--- src/sv/cbc_pkg.sv ---
// Shared types and constants of the cartridge bank controller.
package cbc_pkg;

	localparam int unsigned MAX_ROM_BANKS_LOG2 = 9;
	localparam int unsigned MAX_RAM_BANKS_LOG2 = 4;
	localparam int unsigned NIBBLE_RAM_DEPTH   = 512;
	localparam int unsigned NRAM_AW            = $clog2(NIBBLE_RAM_DEPTH);
	localparam int unsigned NRAM_DW            = 4;

	localparam logic [1:0] CFG_CART_TYPE      = 2'd0;
	localparam logic [1:0] CFG_ROM_BANKS_LOG2 = 2'd1;
	localparam logic [1:0] CFG_RAM_BANKS_LOG2 = 2'd2;
	localparam logic [1:0] CFG_MULTICART      = 2'd3;

	typedef enum logic [1:0] {
		TGT_NONE = 2'd0,
		TGT_ROM  = 2'd1,
		TGT_RAM  = 2'd2,
		TGT_DATA = 2'd3
	} target_t;

	typedef enum logic [2:0] {
		KIND_NONE,
		KIND_ONE,
		KIND_TWO,
		KIND_THREE,
		KIND_FIVE
	} kind_t;

	typedef struct packed {
		logic               we;
		logic               re;
		logic [NRAM_AW-1:0] addr;
		logic [NRAM_DW-1:0] wdata;
	} nram_req_t;

endpackage

--- src/sv/cbc_nram.sv ---
// Internal nibble RAM with its clearing sweep after reset.
module cbc_nram (
	input  logic                           clk,
	input  logic                           arst_n,
	input  cbc_pkg::nram_req_t             req,
	output logic [cbc_pkg::NRAM_DW-1:0]    rdata,
	output logic                           ready
);

	logic [cbc_pkg::NRAM_DW-1:0] mem [cbc_pkg::NIBBLE_RAM_DEPTH];
	logic [cbc_pkg::NRAM_DW-1:0] rdata_q;
	logic [cbc_pkg::NRAM_AW-1:0] clr_addr_q;
	logic                        clr_busy_q;

	logic                        mem_we;
	logic [cbc_pkg::NRAM_AW-1:0] mem_wa;
	logic [cbc_pkg::NRAM_DW-1:0] mem_wd;

	always_comb begin
		if (clr_busy_q) begin
			mem_we = 1'b1;
			mem_wa = clr_addr_q;
			mem_wd = '0;
		end else begin
			mem_we = req.we;
			mem_wa = req.addr;
			mem_wd = req.wdata;
		end
	end

	always_ff @(posedge clk or negedge arst_n) begin
		if (!arst_n) begin
			clr_busy_q <= 1'b1;
			clr_addr_q <= '0;
		end else if (clr_busy_q) begin
			clr_addr_q <= clr_addr_q + 1'b1;
			if (clr_addr_q == {cbc_pkg::NRAM_AW{1'b1}}) begin
				clr_busy_q <= 1'b0;
			end
		end
	end

	always_ff @(posedge clk) begin
		if (mem_we) begin
			mem[mem_wa] <= mem_wd;
		end
		if (req.re) begin
			rdata_q <= mem[req.addr];
		end
	end

	assign rdata = rdata_q;
	assign ready = !clr_busy_q;

endmodule

--- src/sv/cartridge_bank_controller_unit.sv ---
// Cartridge bank controller: bank registers, address mapping and output stage.
// Pipeline: an accepted request is registered in stage s1, then in the output register.
// Throughput: one request per cycle unless the output stalls; bank registers update at
// the accepting edge; the output register takes the registered nibble RAM read data.
// Reset: asynchronous; bank and configuration registers take their reset values,
// then a sweep zeroes all 512 nibble RAM entries while s_tready stays low.
module cartridge_bank_controller_unit (
	input  logic        clk,
	input  logic        arst_n,
	input  logic        s_tvalid,
	output logic        s_tready,
	input  logic [23:0] s_tdata,   // address[15:0], write_data[23:16]
	input  logic [0:0]  s_tuser,   // opcode[0]
	output logic        m_tvalid,
	input  logic        m_tready,
	output logic [47:0] m_tdata,   // rom_address[22:0], ram_address[39:23], read_data[47:40]
	output logic [1:0]  m_tuser,   // target[1:0]
	input  logic        cfg_valid,
	output logic        cfg_ready,
	input  logic [1:0]  cfg_index,
	input  logic [7:0]  cfg_data
);

	localparam logic [7:0] SEL_SECONDS  = 8'h08;
	localparam logic [7:0] SEL_MINUTES  = 8'h09;
	localparam logic [7:0] SEL_HOURS    = 8'h0A;
	localparam logic [7:0] SEL_DAY_LOW  = 8'h0B;
	localparam logic [7:0] SEL_DAY_HIGH = 8'h0C;

	function automatic cbc_pkg::kind_t kind_of(input logic [7:0] t);
		cbc_pkg::kind_t k;
		k = cbc_pkg::KIND_NONE;
		if (t >= 8'h01 && t <= 8'h03) k = cbc_pkg::KIND_ONE;
		else if (t >= 8'h05 && t <= 8'h06) k = cbc_pkg::KIND_TWO;
		else if (t >= 8'h0F && t <= 8'h13) k = cbc_pkg::KIND_THREE;
		else if (t >= 8'h19 && t <= 8'h1E) k = cbc_pkg::KIND_FIVE;
		return k;
	endfunction

	function automatic logic enable_bit(input logic [7:0] v);
		return v[3:0] == 4'hA;
	endfunction

	function automatic logic [5:0] mod60(input logic [7:0] v);
		logic [5:0] h;
		logic [3:0] r;
		h = v[7:2];
		if (h >= 6'd60) r = 4'(h - 6'd60);
		else if (h >= 6'd45) r = 4'(h - 6'd45);
		else if (h >= 6'd30) r = 4'(h - 6'd30);
		else if (h >= 6'd15) r = 4'(h - 6'd15);
		else r = h[3:0];
		return {r, v[1:0]};
	endfunction

	function automatic logic [4:0] mod24(input logic [7:0] v);
		logic [4:0] h;
		logic [8:0] p;
		logic [3:0] q;
		logic [5:0] r;
		h = v[7:3];
		p = 9'(h) * 9'd11;
		q = p[8:5];
		r = 6'(h) - 6'(6'(q) * 6'd3);
		if (r >= 6'd3) r = r - 6'd3;
		return {r[1:0], v[2:0]};
	endfunction

	logic [7:0] cart_type_q;
	logic [3:0] rom_log2_q;
	logic [2:0] ram_log2_q;
	logic       multicart_q;

	logic       k1_ram_en_q;
	logic [4:0] k1_low_q;
	logic [1:0] k1_upper_q;
	logic       k1_mode_q;
	logic       k2_ram_en_q;
	logic [3:0] k2_rom_q;
	logic       k3_ram_en_q;
	logic [6:0] k3_rom_q;
	logic [7:0] k3_sel_q;
	logic [5:0] rtc_sec_q;
	logic [5:0] rtc_min_q;
	logic [4:0] rtc_hour_q;
	logic [8:0] rtc_days_q;
	logic       rtc_carry_q;
	logic       rtc_halt_q;
	logic       k5_ram_en_q;
	logic [7:0] k5_rom_low_q;
	logic       k5_rom_high_q;
	logic [3:0] k5_ram_bank_q;

	logic             valid_s1;
	cbc_pkg::target_t tgt_s1;
	logic [22:0]      rom_a_s1;
	logic [16:0]      ram_a_s1;
	logic [7:0]       data_s1;
	logic             nib_s1;

	logic             out_valid_q;
	cbc_pkg::target_t out_tgt_q;
	logic [22:0]      out_rom_q;
	logic [16:0]      out_ram_q;
	logic [7:0]       out_data_q;

	cbc_pkg::kind_t                kind;
	cbc_pkg::nram_req_t            nram_req;
	logic [cbc_pkg::NRAM_DW-1:0]   nram_rdata;
	logic                          nram_ready;

	logic        s_accept;
	logic        s1_adv;
	logic        wr;
	logic [15:0] a;
	logic [7:0]  v;
	logic        in_rom;
	logic        in_ram;
	logic [3:0]  rom_l;
	logic [8:0]  rom_mask;
	logic [2:0]  ram_l;
	logic [3:0]  ram_mask;
	logic [8:0]  rom_bank;
	logic [4:0]  k1_eff;
	logic        ram_enabled;
	logic [3:0]  ram_bank;
	logic [7:0]  rtc_data;
	logic        rtc_path;

	cbc_pkg::target_t tgt_c;
	logic [22:0]      rom_a_c;
	logic [16:0]      ram_a_c;
	logic [7:0]       data_c;
	logic             nib_c;

	assign kind     = kind_of(cart_type_q);
	assign wr       = s_tuser[0];
	assign a        = s_tdata[15:0];
	assign v        = s_tdata[23:16];
	assign in_rom   = !a[15];
	assign in_ram   = a[15:13] == 3'b101;
	assign s1_adv   = !out_valid_q || m_tready;
	assign s_tready = nram_ready && (!valid_s1 || s1_adv);
	assign s_accept = s_tvalid && s_tready;
	assign cfg_ready = 1'b1;

	always_comb begin
		if (rom_log2_q < 4'd1) rom_l = 4'd1;
		else if (rom_log2_q > 4'(cbc_pkg::MAX_ROM_BANKS_LOG2))
			rom_l = 4'(cbc_pkg::MAX_ROM_BANKS_LOG2);
		else rom_l = rom_log2_q;
		rom_mask = 9'((10'd1 << rom_l) - 10'd1);
		if (ram_log2_q > 3'(cbc_pkg::MAX_RAM_BANKS_LOG2))
			ram_l = 3'(cbc_pkg::MAX_RAM_BANKS_LOG2);
		else ram_l = ram_log2_q;
		ram_mask = 4'((5'd1 << ram_l) - 5'd1);
	end

	always_comb begin
		k1_eff = (k1_low_q == 5'd0) ? 5'd1 : k1_low_q;
		rom_bank = '0;
		priority if (kind == cbc_pkg::KIND_ONE) begin
			if (!a[14]) begin
				if (k1_mode_q) rom_bank = multicart_q ? {3'b0, k1_upper_q, 4'b0}
					: {2'b0, k1_upper_q, 5'b0};
			end else if (multicart_q) begin
				rom_bank = {3'b0, k1_upper_q, k1_eff[3:0]};
			end else begin
				rom_bank = {2'b0, k1_upper_q, k1_eff};
			end
			rom_bank = rom_bank & rom_mask;
		end else if (kind == cbc_pkg::KIND_NONE || !a[14]) begin
			rom_bank = {8'b0, a[14]};
		end else if (kind == cbc_pkg::KIND_TWO) begin
			rom_bank = ((k2_rom_q == 4'd0) ? 9'd1 : {5'b0, k2_rom_q}) & rom_mask;
		end else if (kind == cbc_pkg::KIND_THREE) begin
			rom_bank = {2'b0, k3_rom_q} & rom_mask;
		end else begin
			rom_bank = {k5_rom_high_q, k5_rom_low_q} & rom_mask;
		end
	end

	always_comb begin
		unique case (kind)
			cbc_pkg::KIND_ONE:   ram_enabled = k1_ram_en_q;
			cbc_pkg::KIND_TWO:   ram_enabled = k2_ram_en_q;
			cbc_pkg::KIND_THREE: ram_enabled = k3_ram_en_q;
			cbc_pkg::KIND_FIVE:  ram_enabled = k5_ram_en_q;
			default:             ram_enabled = 1'b1;
		endcase
		priority if (kind == cbc_pkg::KIND_ONE && k1_mode_q) ram_bank = {2'b0, k1_upper_q};
		else if (kind == cbc_pkg::KIND_THREE) ram_bank = k3_sel_q[3:0];
		else if (kind == cbc_pkg::KIND_FIVE) ram_bank = k5_ram_bank_q;
		else ram_bank = '0;
		rtc_path = kind == cbc_pkg::KIND_THREE && k3_sel_q > 8'd3;
		unique case (k3_sel_q)
			SEL_SECONDS:  rtc_data = {2'b0, rtc_sec_q};
			SEL_MINUTES:  rtc_data = {2'b0, rtc_min_q};
			SEL_HOURS:    rtc_data = {3'b0, rtc_hour_q};
			SEL_DAY_LOW:  rtc_data = rtc_days_q[7:0];
			SEL_DAY_HIGH: rtc_data = {rtc_carry_q, rtc_halt_q, 5'b0, rtc_days_q[8]};
			default:      rtc_data = 8'hFF;
		endcase
	end

	always_comb begin
		tgt_c   = cbc_pkg::TGT_NONE;
		rom_a_c = '0;
		ram_a_c = '0;
		data_c  = '0;
		nib_c   = 1'b0;
		if (in_rom) begin
			if (!wr) begin
				tgt_c   = cbc_pkg::TGT_ROM;
				rom_a_c = {rom_bank, a[13:0]};
			end
		end else if (in_ram) begin
			priority if (!ram_enabled) begin
				if (!wr) begin
					tgt_c  = cbc_pkg::TGT_DATA;
					data_c = 8'hFF;
				end
			end else if (kind == cbc_pkg::KIND_TWO) begin
				if (!wr) begin
					tgt_c = cbc_pkg::TGT_DATA;
					nib_c = 1'b1;
				end
			end else if (rtc_path) begin
				if (!wr) begin
					tgt_c  = cbc_pkg::TGT_DATA;
					data_c = rtc_data;
				end
			end else begin
				tgt_c   = cbc_pkg::TGT_RAM;
				ram_a_c = {ram_bank & ram_mask, a[12:0]};
			end
		end
	end

	always_comb begin
		nram_req.re    = s_accept;
		nram_req.we    = s_accept && wr && in_ram && ram_enabled
			&& kind == cbc_pkg::KIND_TWO;
		nram_req.addr  = a[cbc_pkg::NRAM_AW-1:0];
		nram_req.wdata = v[cbc_pkg::NRAM_DW-1:0];
	end

	cbc_nram u_nram (
		.clk    (clk),
		.arst_n (arst_n),
		.req    (nram_req),
		.rdata  (nram_rdata),
		.ready  (nram_ready)
	);

	always_ff @(posedge clk or negedge arst_n) begin
		if (!arst_n) begin
			cart_type_q   <= '0;
			rom_log2_q    <= 4'd1;
			ram_log2_q    <= '0;
			multicart_q   <= 1'b0;
			k1_ram_en_q   <= 1'b0;
			k1_low_q      <= '0;
			k1_upper_q    <= '0;
			k1_mode_q     <= 1'b0;
			k2_ram_en_q   <= 1'b0;
			k2_rom_q      <= '0;
			k3_ram_en_q   <= 1'b0;
			k3_rom_q      <= 7'd1;
			k3_sel_q      <= '0;
			rtc_sec_q     <= '0;
			rtc_min_q     <= '0;
			rtc_hour_q    <= '0;
			rtc_days_q    <= '0;
			rtc_carry_q   <= 1'b0;
			rtc_halt_q    <= 1'b1;
			k5_ram_en_q   <= 1'b0;
			k5_rom_low_q  <= 8'd1;
			k5_rom_high_q <= 1'b0;
			k5_ram_bank_q <= '0;
		end else begin
			if (cfg_valid && cfg_ready) begin
				unique case (cfg_index)
					cbc_pkg::CFG_CART_TYPE:      cart_type_q <= cfg_data;
					cbc_pkg::CFG_ROM_BANKS_LOG2: rom_log2_q  <= cfg_data[3:0];
					cbc_pkg::CFG_RAM_BANKS_LOG2: ram_log2_q  <= cfg_data[2:0];
					cbc_pkg::CFG_MULTICART:      multicart_q <= cfg_data[0];
					default: ;
				endcase
			end
			if (s_accept && wr && in_rom) begin
				unique case (kind)
					cbc_pkg::KIND_ONE: begin
						unique case (a[14:13])
							2'b00: k1_ram_en_q <= enable_bit(v);
							2'b01: k1_low_q    <= v[4:0];
							2'b10: k1_upper_q  <= v[1:0];
							default: k1_mode_q <= v[0];
						endcase
					end
					cbc_pkg::KIND_TWO: begin
						if (!a[14]) begin
							if (a[8]) k2_rom_q <= v[3:0];
							else k2_ram_en_q <= enable_bit(v);
						end
					end
					cbc_pkg::KIND_THREE: begin
						unique case (a[14:13])
							2'b00: k3_ram_en_q <= enable_bit(v);
							2'b01: k3_rom_q    <= (v[6:0] == 7'd0) ? 7'd1 : v[6:0];
							2'b10: k3_sel_q    <= v;
							default: ;
						endcase
					end
					cbc_pkg::KIND_FIVE: begin
						priority if (a[14:13] == 2'b00) k5_ram_en_q <= enable_bit(v);
						else if (a[14:12] == 3'b010) k5_rom_low_q <= v;
						else if (a[14:12] == 3'b011) k5_rom_high_q <= v[0];
						else if (a[14:13] == 2'b10) k5_ram_bank_q <= v[3:0];
						else ;
					end
					default: ;
				endcase
			end
			if (s_accept && wr && in_ram && ram_enabled && rtc_path) begin
				unique case (k3_sel_q)
					SEL_SECONDS:  rtc_sec_q  <= mod60(v);
					SEL_MINUTES:  rtc_min_q  <= mod60(v);
					SEL_HOURS:    rtc_hour_q <= mod24(v);
					SEL_DAY_LOW:  rtc_days_q[7:0] <= v;
					SEL_DAY_HIGH: begin
						rtc_days_q[8] <= v[0];
						rtc_carry_q   <= v[7];
						rtc_halt_q    <= v[6];
					end
					default: ;
				endcase
			end
		end
	end

	always_ff @(posedge clk or negedge arst_n) begin
		if (!arst_n) begin
			valid_s1    <= 1'b0;
			out_valid_q <= 1'b0;
		end else begin
			if (s_accept) valid_s1 <= 1'b1;
			else if (s1_adv) valid_s1 <= 1'b0;
			if (s1_adv) out_valid_q <= valid_s1;
		end
	end

	always_ff @(posedge clk) begin
		if (s_accept) begin
			tgt_s1   <= tgt_c;
			rom_a_s1 <= rom_a_c;
			ram_a_s1 <= ram_a_c;
			data_s1  <= data_c;
			nib_s1   <= nib_c;
		end
		if (s1_adv && valid_s1) begin
			out_tgt_q  <= tgt_s1;
			out_rom_q  <= rom_a_s1;
			out_ram_q  <= ram_a_s1;
			out_data_q <= nib_s1 ? {4'hF, nram_rdata} : data_s1;
		end
	end

	assign m_tvalid = out_valid_q;
	assign m_tuser  = out_tgt_q;
	assign m_tdata  = {out_data_q, out_ram_q, out_rom_q};

`ifndef SYNTHESIS
	a_no_accept_while_clearing: assert property (@(posedge clk) disable iff (!arst_n)
		!nram_ready |-> !s_tready)
		else $error("request accepted during nibble RAM sweep");

	a_nibble_is_data: assert property (@(posedge clk) disable iff (!arst_n)
		valid_s1 && nib_s1 |-> tgt_s1 == cbc_pkg::TGT_DATA)
		else $error("nibble read without data target");

	a_rom_field_zero: assert property (@(posedge clk) disable iff (!arst_n)
		m_tvalid && m_tuser != cbc_pkg::TGT_ROM |-> m_tdata[22:0] == 23'd0)
		else $error("ROM address set on non-ROM result");

	a_k3_bank_nonzero: assert property (@(posedge clk) disable iff (!arst_n)
		k3_rom_q != 7'd0)
		else $error("MBC3 ROM bank register holds zero");

	a_stage_moves: assert property (@(posedge clk) disable iff (!arst_n)
		valid_s1 && s1_adv && !s_accept |=> out_valid_q && !valid_s1)
		else $error("pipeline stage lost a request");
`endif

endmodule
--- config.mk ---
export PLATFORM = sky130hd
export DESIGN_NAME = cartridge_bank_controller_unit
export DESIGN_NICKNAME = d
export VERILOG_FILES = /design/src/sv/cbc_pkg.sv /design/src/sv/cbc_nram.sv /design/src/sv/cartridge_bank_controller_unit.sv
export SDC_FILE = /design/constraint.sdc
export NUM_CORES = 2
export LEC_CHECK = 0
export BUFFER_PORTS_ARGS = -buffer_cell sky130_fd_sc_hd__clkbuf_2
export CORE_MARGIN = 2
export CORE_UTILIZATION = 36
export CTS_CLUSTER_DIAMETER = 80
export CTS_CLUSTER_SIZE = 30
export DETAILED_ROUTE_END_ITERATION = 6
export HOLD_SLACK_MARGIN = 0.15
export SLEW_MARGIN = 20
export SYNTH_ARGS = -nofsm -noshare
export SYNTH_HDL_FRONTEND = slang
export SYNTH_SLANG_ARGS = --single-unit
--- constraint.sdc ---
create_clock -name clk -period 17 [get_ports clk]
set_input_delay 3.4 -clock clk [delete_from_list [all_inputs] [get_ports clk]]
set_output_delay 3.4 -clock clk [all_outputs]
set_load 0.005 [all_outputs]
[Word level (Yosys, flattened, before mapping)]
Memory sizes are Yosys's and may differ from the RTL's. A register that Yosys moved wholly into a read port is not among the register bits.
Cells that the tools add are included.
Operators by class
  mux-type cells: 52
  bitwise gates (word level): 14
  eq/ne operators: 19
  multiply operators: 2
  reduce and logical (&&, ||, !) cells: 57
  div/mod/pow operators: 0
  shift operators: 2
  $lt $le $gt $ge: 17
  $add $sub $neg: 9
Operators with widths (count)
  9-bit 2-to-1 mux: 7
  4-bit 2-to-1 mux: 12
  8-bit by 4-bit equality test with 1-bit output (second input constant): 5
  8-bit 2-to-1 mux: 5
  8-bit one-hot mux with 5 select lines: 1
  7-bit 2-to-1 mux: 4
  3-bit AND reduction: 8
  2-bit AND reduction: 10
  9-bit AND: 2
  8-bit by 5-bit <= comparator with 1-bit output (second input constant): 2
  4-bit AND reduction: 4
  4-bit subtractor (second input constant): 4
  1-bit logical AND: 15
  3-bit 2-to-1 mux: 5
  2-bit 2-to-1 mux: 7
  3-bit by 2-bit equality test with 1-bit output (second input constant): 4
  6-bit >= comparator (second input constant): 2
  9-bit by 1-bit adder with 9-bit output (second input constant): 1
  4-bit by 9-bit AND with 9-bit output: 1
  7-bit by 9-bit AND with 9-bit output: 1
  9-bit equality test (second input constant): 1
  5-bit by 4-bit multiplier with 9-bit output (second input constant): 1
  1-bit 2-to-1 mux: 9
  1-bit NOT: 9
  other kinds (41): 52
Word-level totals
  RAM bits: 2048
  input port bits: 40
  output and inout port bits: 53
  bits in latches: 0
  memories kept: 1
  bits in registers: 201
  logic and storage cells: 211
  memory bits (read-only): 0
Memories
  u_nram.mem: depth 512, bits a word 4, rd ports 1, clocked after memory_dff 1, wr ports 1, line cbc_nram.sv:10  | logic [cbc_pkg::NRAM_DW-1:0] mem [cbc_pkg::NIBBLE_RAM_DEPTH];

[Depth between registers and ports, before layout]
  word-level depth: 13
  depth in mapped cells: 19
  mapped depth without buffers: 19

[Hierarchy]
From an unflattened synthesis, not the netlist that was laid out.
Unflattened totals
  cells, all modules: 5173
  area total of the unflattened synthesis: 91310.1 um^2
Modules (own cells, without submodules)
  cbc_nram: instances 1, cells each 4438, sequential area each 61870.6 um^2, area each 82183.8 um^2
  cartridge_bank_controller_unit: instances 1, cells each 735, sequential area each 5290.1 um^2, area each 9126.3 um^2

[Worst setup path before layout]
OpenSTA, ideal clock, no wires.
  kind: input-to-reg
  start point: input port s_tdata[16]
  end point: memory u_nram.mem[0][0] in the netlist's numbering, data pin
  cell stages on the path: 2
  arrival time: 16087 ps
  library setup time: 2701 ps
  data required time: 14299 ps
  path slack: -1789 ps
  path buffers: 1
  cells stage by stage: clkbuf_1 > nor2b_1
On the way
  longest elaborated chain between the ends: 1
Ends and longest elaborated chain
  from (decl): line cartridge_bank_controller_unit.sv:12  | input logic [23:0] s_tdata,
  4-bit 2-to-1 mux: line cbc_nram.sv:20  | if (clr_busy_q) begin
  via u_nram.mem_wd, one bit: line cbc_nram.sv:17  | logic [cbc_pkg::NRAM_DW-1:0] mem_wd;
  to (decl): line cbc_nram.sv:10
The timed path passes the listed nets, and every way through them passes these cells.

==> run summary <==
Status - completed
Final Max Tran Viols - 0
Final Cycle Share - 45.1%
CTS sink cnt - 2253
Yosys Warn Count - 0
Rows - 184
Hold_buf cts - 0
H-tree levels - 3
I/O Pins - 93
Setup Crit Path Kind - input port to flop
Worst-path maximum fanout - 70
Commonest non-fill, non-tap cells in the layout - 2153 x edfxtp_1, 594 x nor2_1, 402 x mux2i_1
Core ar. - 251000 sq um
First-pass GRT wire length - 327 mm
Sw frac - 22.8%
Routed wire per std cell - 26.2 um
Comb power frac - 6.6%
CP max stage cell - buf_4
Number of detailed-route iterations in the first pass - 6
Chip height - 506 um
PwrDens - 99.5 nW/um^2
Worst hold margin - 0.420 ns
CP required - 17.54 ns
Setup violators final - 0
Clk_lat worst skew - 0.80 ns
Final Core Density - 39.2%
Resized cells post-CTS - 0
Hold Crit Class - flop to flop
Final WL - 223 mm
CTS tree - done
Headroom to the max-slew limit - 18.1%
Crit-path most repeated cell - buf_4
Clock Skew - 0.0455 ns
Yosys reg bits - 2253
P_int - 7.55 mW
CTS clk-pin slew, worst paths - 0.11 ns
Seq/Total Area, Yosys - 74.1%
Final HPWL DP - 135 mm
Pre-CTS setup slack - 8.49 ns
Largest net degree at the start of global routing - 226
Post-synth EDFFs - 2153
Cells after Synth - 5130
CP bufs+invs - 4
Fmax - 130 MHz
Maximum VDD drop - 77.7 uV
Fin Setup TNS - 0 ns
Startpoint types - input port
Library cells used by synthesis - 80
CP endpoint kind - flop
Worst Tran Pin Value - 1.23 ns
GR Overflow Total - 0
Mapped Area - 90600 sq um
Slowest stage delay, CP - 0.81 ns
Async set-reset flop share out of synthesis - 4.44%
1st-iter DRT viols - 5186
Post-CTS setup buffers - 0
CTS Buf Count - 98
Drt drc - 0
Commonest non-fill, non-tap cell in the layout - edfxtp_1
RSZ-0062 raised after global routing - false
GR Util All Layers - 17.0%
Vias per Instance - 5.56
Initial core utilization - 36.1%
Fraction of layout cells with a size suffix above 1 - 15.9%
Design Power - 9.77 mW
Final Hold Vio Count - 0
Cells along the critical path - buf_8 -> buf_4 -> buf_4 -> buf_4 -> mux4_2 -> o22ai_1 -> a22oi_1 -> nand4_1 -> nand4_1 -> and4_1
Via count - 47221
WP data arrival - 8.20 ns
Area Growth Syn to Fin - 8.34%
Net Sw Power - 2.22 mW
Full die area - 256000 sq um
Initial antenna violation count - 3
Maximum clock path buffer count - 3
IO Port Bufs - 91
Worst Slack Setup Final - 9.34 ns
Die Wd - 506 um
Gpl congestion - 0.812
Routed Antenna Nets - 0
Vias in the first global route - 47334
Root buffer cell - clkbuf_16
Mean Syn Cell Area - 17.7 sq um
Layout Nets - 5163
Top Family by Delay on Critical Path - buffers and inverters
Total leakage power - 30.7 nW
Max-cap violations - 0
Synth Flop Type - edfxtp_1
Min Tclk post-route - 7.66 ns
Reg power frac - 62.8%
Clock share of power - 30.5%
==> registers in the layout, summed over array words and instances (netlist names), 5 cells and up <==
signal / count
k3_rom_q: 7
rtc_days_q: 9
out_ram_q: 17
ram_a_s1: 17
out_data_q: 8
k5_rom_low_q: 8
k3_sel_q: 8
out_rom_q: 23
cart_type_q: 8
data_s1: 8
rom_a_s1: 23
u_nram.clr_addr_q: 9
rtc_sec_q: 6
k1_low_q: 5
u_nram.mem: 2048
rtc_hour_q: 5
rtc_min_q: 6
==> cell type report <==
class                      instances  area (sq um)
fill                           22478        153000
multi-input combinational       2509         22100
inverter                          39           154
sequential                      2253         67200
clock inverter                    58           768
antenna                            1          2.50
clock buffer                     103          2470
tap                             3348          4190
timing repair buffer             186          1340
==> synth_stat cells (7+ instances only) <==
master	number	area, sq um
o221ai_1	171	1500
buf_2	81	405
ha_1	32	400
o31ai_1	15	113
mux2i_1	402	4020
a2111oi_0	8	70.1
nand3_1	41	205
o21ai_0	71	355
inv_1	38	143
mux2_2	81	912
nand2_1	171	642
a221o_1	7	70.1
or3_1	13	81.3
clkbuf_1	225	845
dfrtp_1	95	2380
a211oi_1	23	173
a22oi_1	22	165
nor3_1	71	355
a31oi_1	13	81.3
and3_1	12	75.1
buf_1	22	82.6
xnor2_1	13	114
edfxtp_1	2153	64700
or2_2	7	43.8
a21oi_1	107	536
nand2b_1	11	68.8
o22ai_1	91	569
a222oi_1	8	80.1
nor4_1	11	68.8
nor3b_1	8	60.1
nand3b_1	8	60.1
and2_1	38	238
nor2b_1	12	75.1
nor2_1	596	2240
nand4_1	16	100
mux4_2	334	7520
o2bb2ai_1	9	78.8
==> final timing paths <==
kind | from | to | slack, ns | cells after the start
max | s_tdata[0] | u_nram.rdata[2] | 9.34 | 10
min | rom_a_s1[14] | out_rom_q[14] | 0.42 | 0
max reg2reg | u_nram.clr_busy_q | u_nram.mem[480][0] | 11.62 | 7
min reg2reg | rom_a_s1[14] | out_rom_q[14] | 0.42 | 0
max in group asynchronous | arst_n | m_tvalid | 13.16 | 2
min in group asynchronous | arst_n | k1_low_q[0] | 2.59 | 1
==> logic make-up after synthesis <==
logic type / Yosys count / share of synthesized area [%]
flops: 2253 / 74.1
simple gates: 1039 / 4.99
mux: 824 / 13.9
compound gates: 590 / 4.66
buf+inv: 369 / 1.65
fa+ha+maj: 37 / 0.541
xor+xnor: 17 / 0.164
other cells: 1 / 0.00414
==> through the flow <==
stage	instances	cell area [sq um]
final	8497	98200
after global routing	8497	98200
after CTS	8493	98100
after detailed placement	8332	94800
after global placement	8332	94800
after floorplan	5131	90600
==> power by group through the flow <==
| stage | combinational, mW | clock (mW) | sequential, mW |
|---|---|---|---|
| after floorplan | 0.425 | 0 | 6.28 |
| after global placement | 0.642 | 0 | 6.26 |
| after detailed placement | 0.652 | 0 | 6.26 |
| after CTS | 0.653 | 3.05 | 6.14 |
| after global routing | 0.707 | 3.22 | 6.14 |
| final | 0.649 | 2.98 | 6.14 |
==> layer usage <==
layer / up-vias / track usage (%) / wire, um
li1: 20346 / - / -
met3: 224 / 2.25 / 14700
met1: 24962 / 23.8 / 94500
met2: 1689 / 28.1 / 109000
met4: 0 / 4.33 / 5010
met5: - / 0 / 0
(Power assumes the default switching activity.)
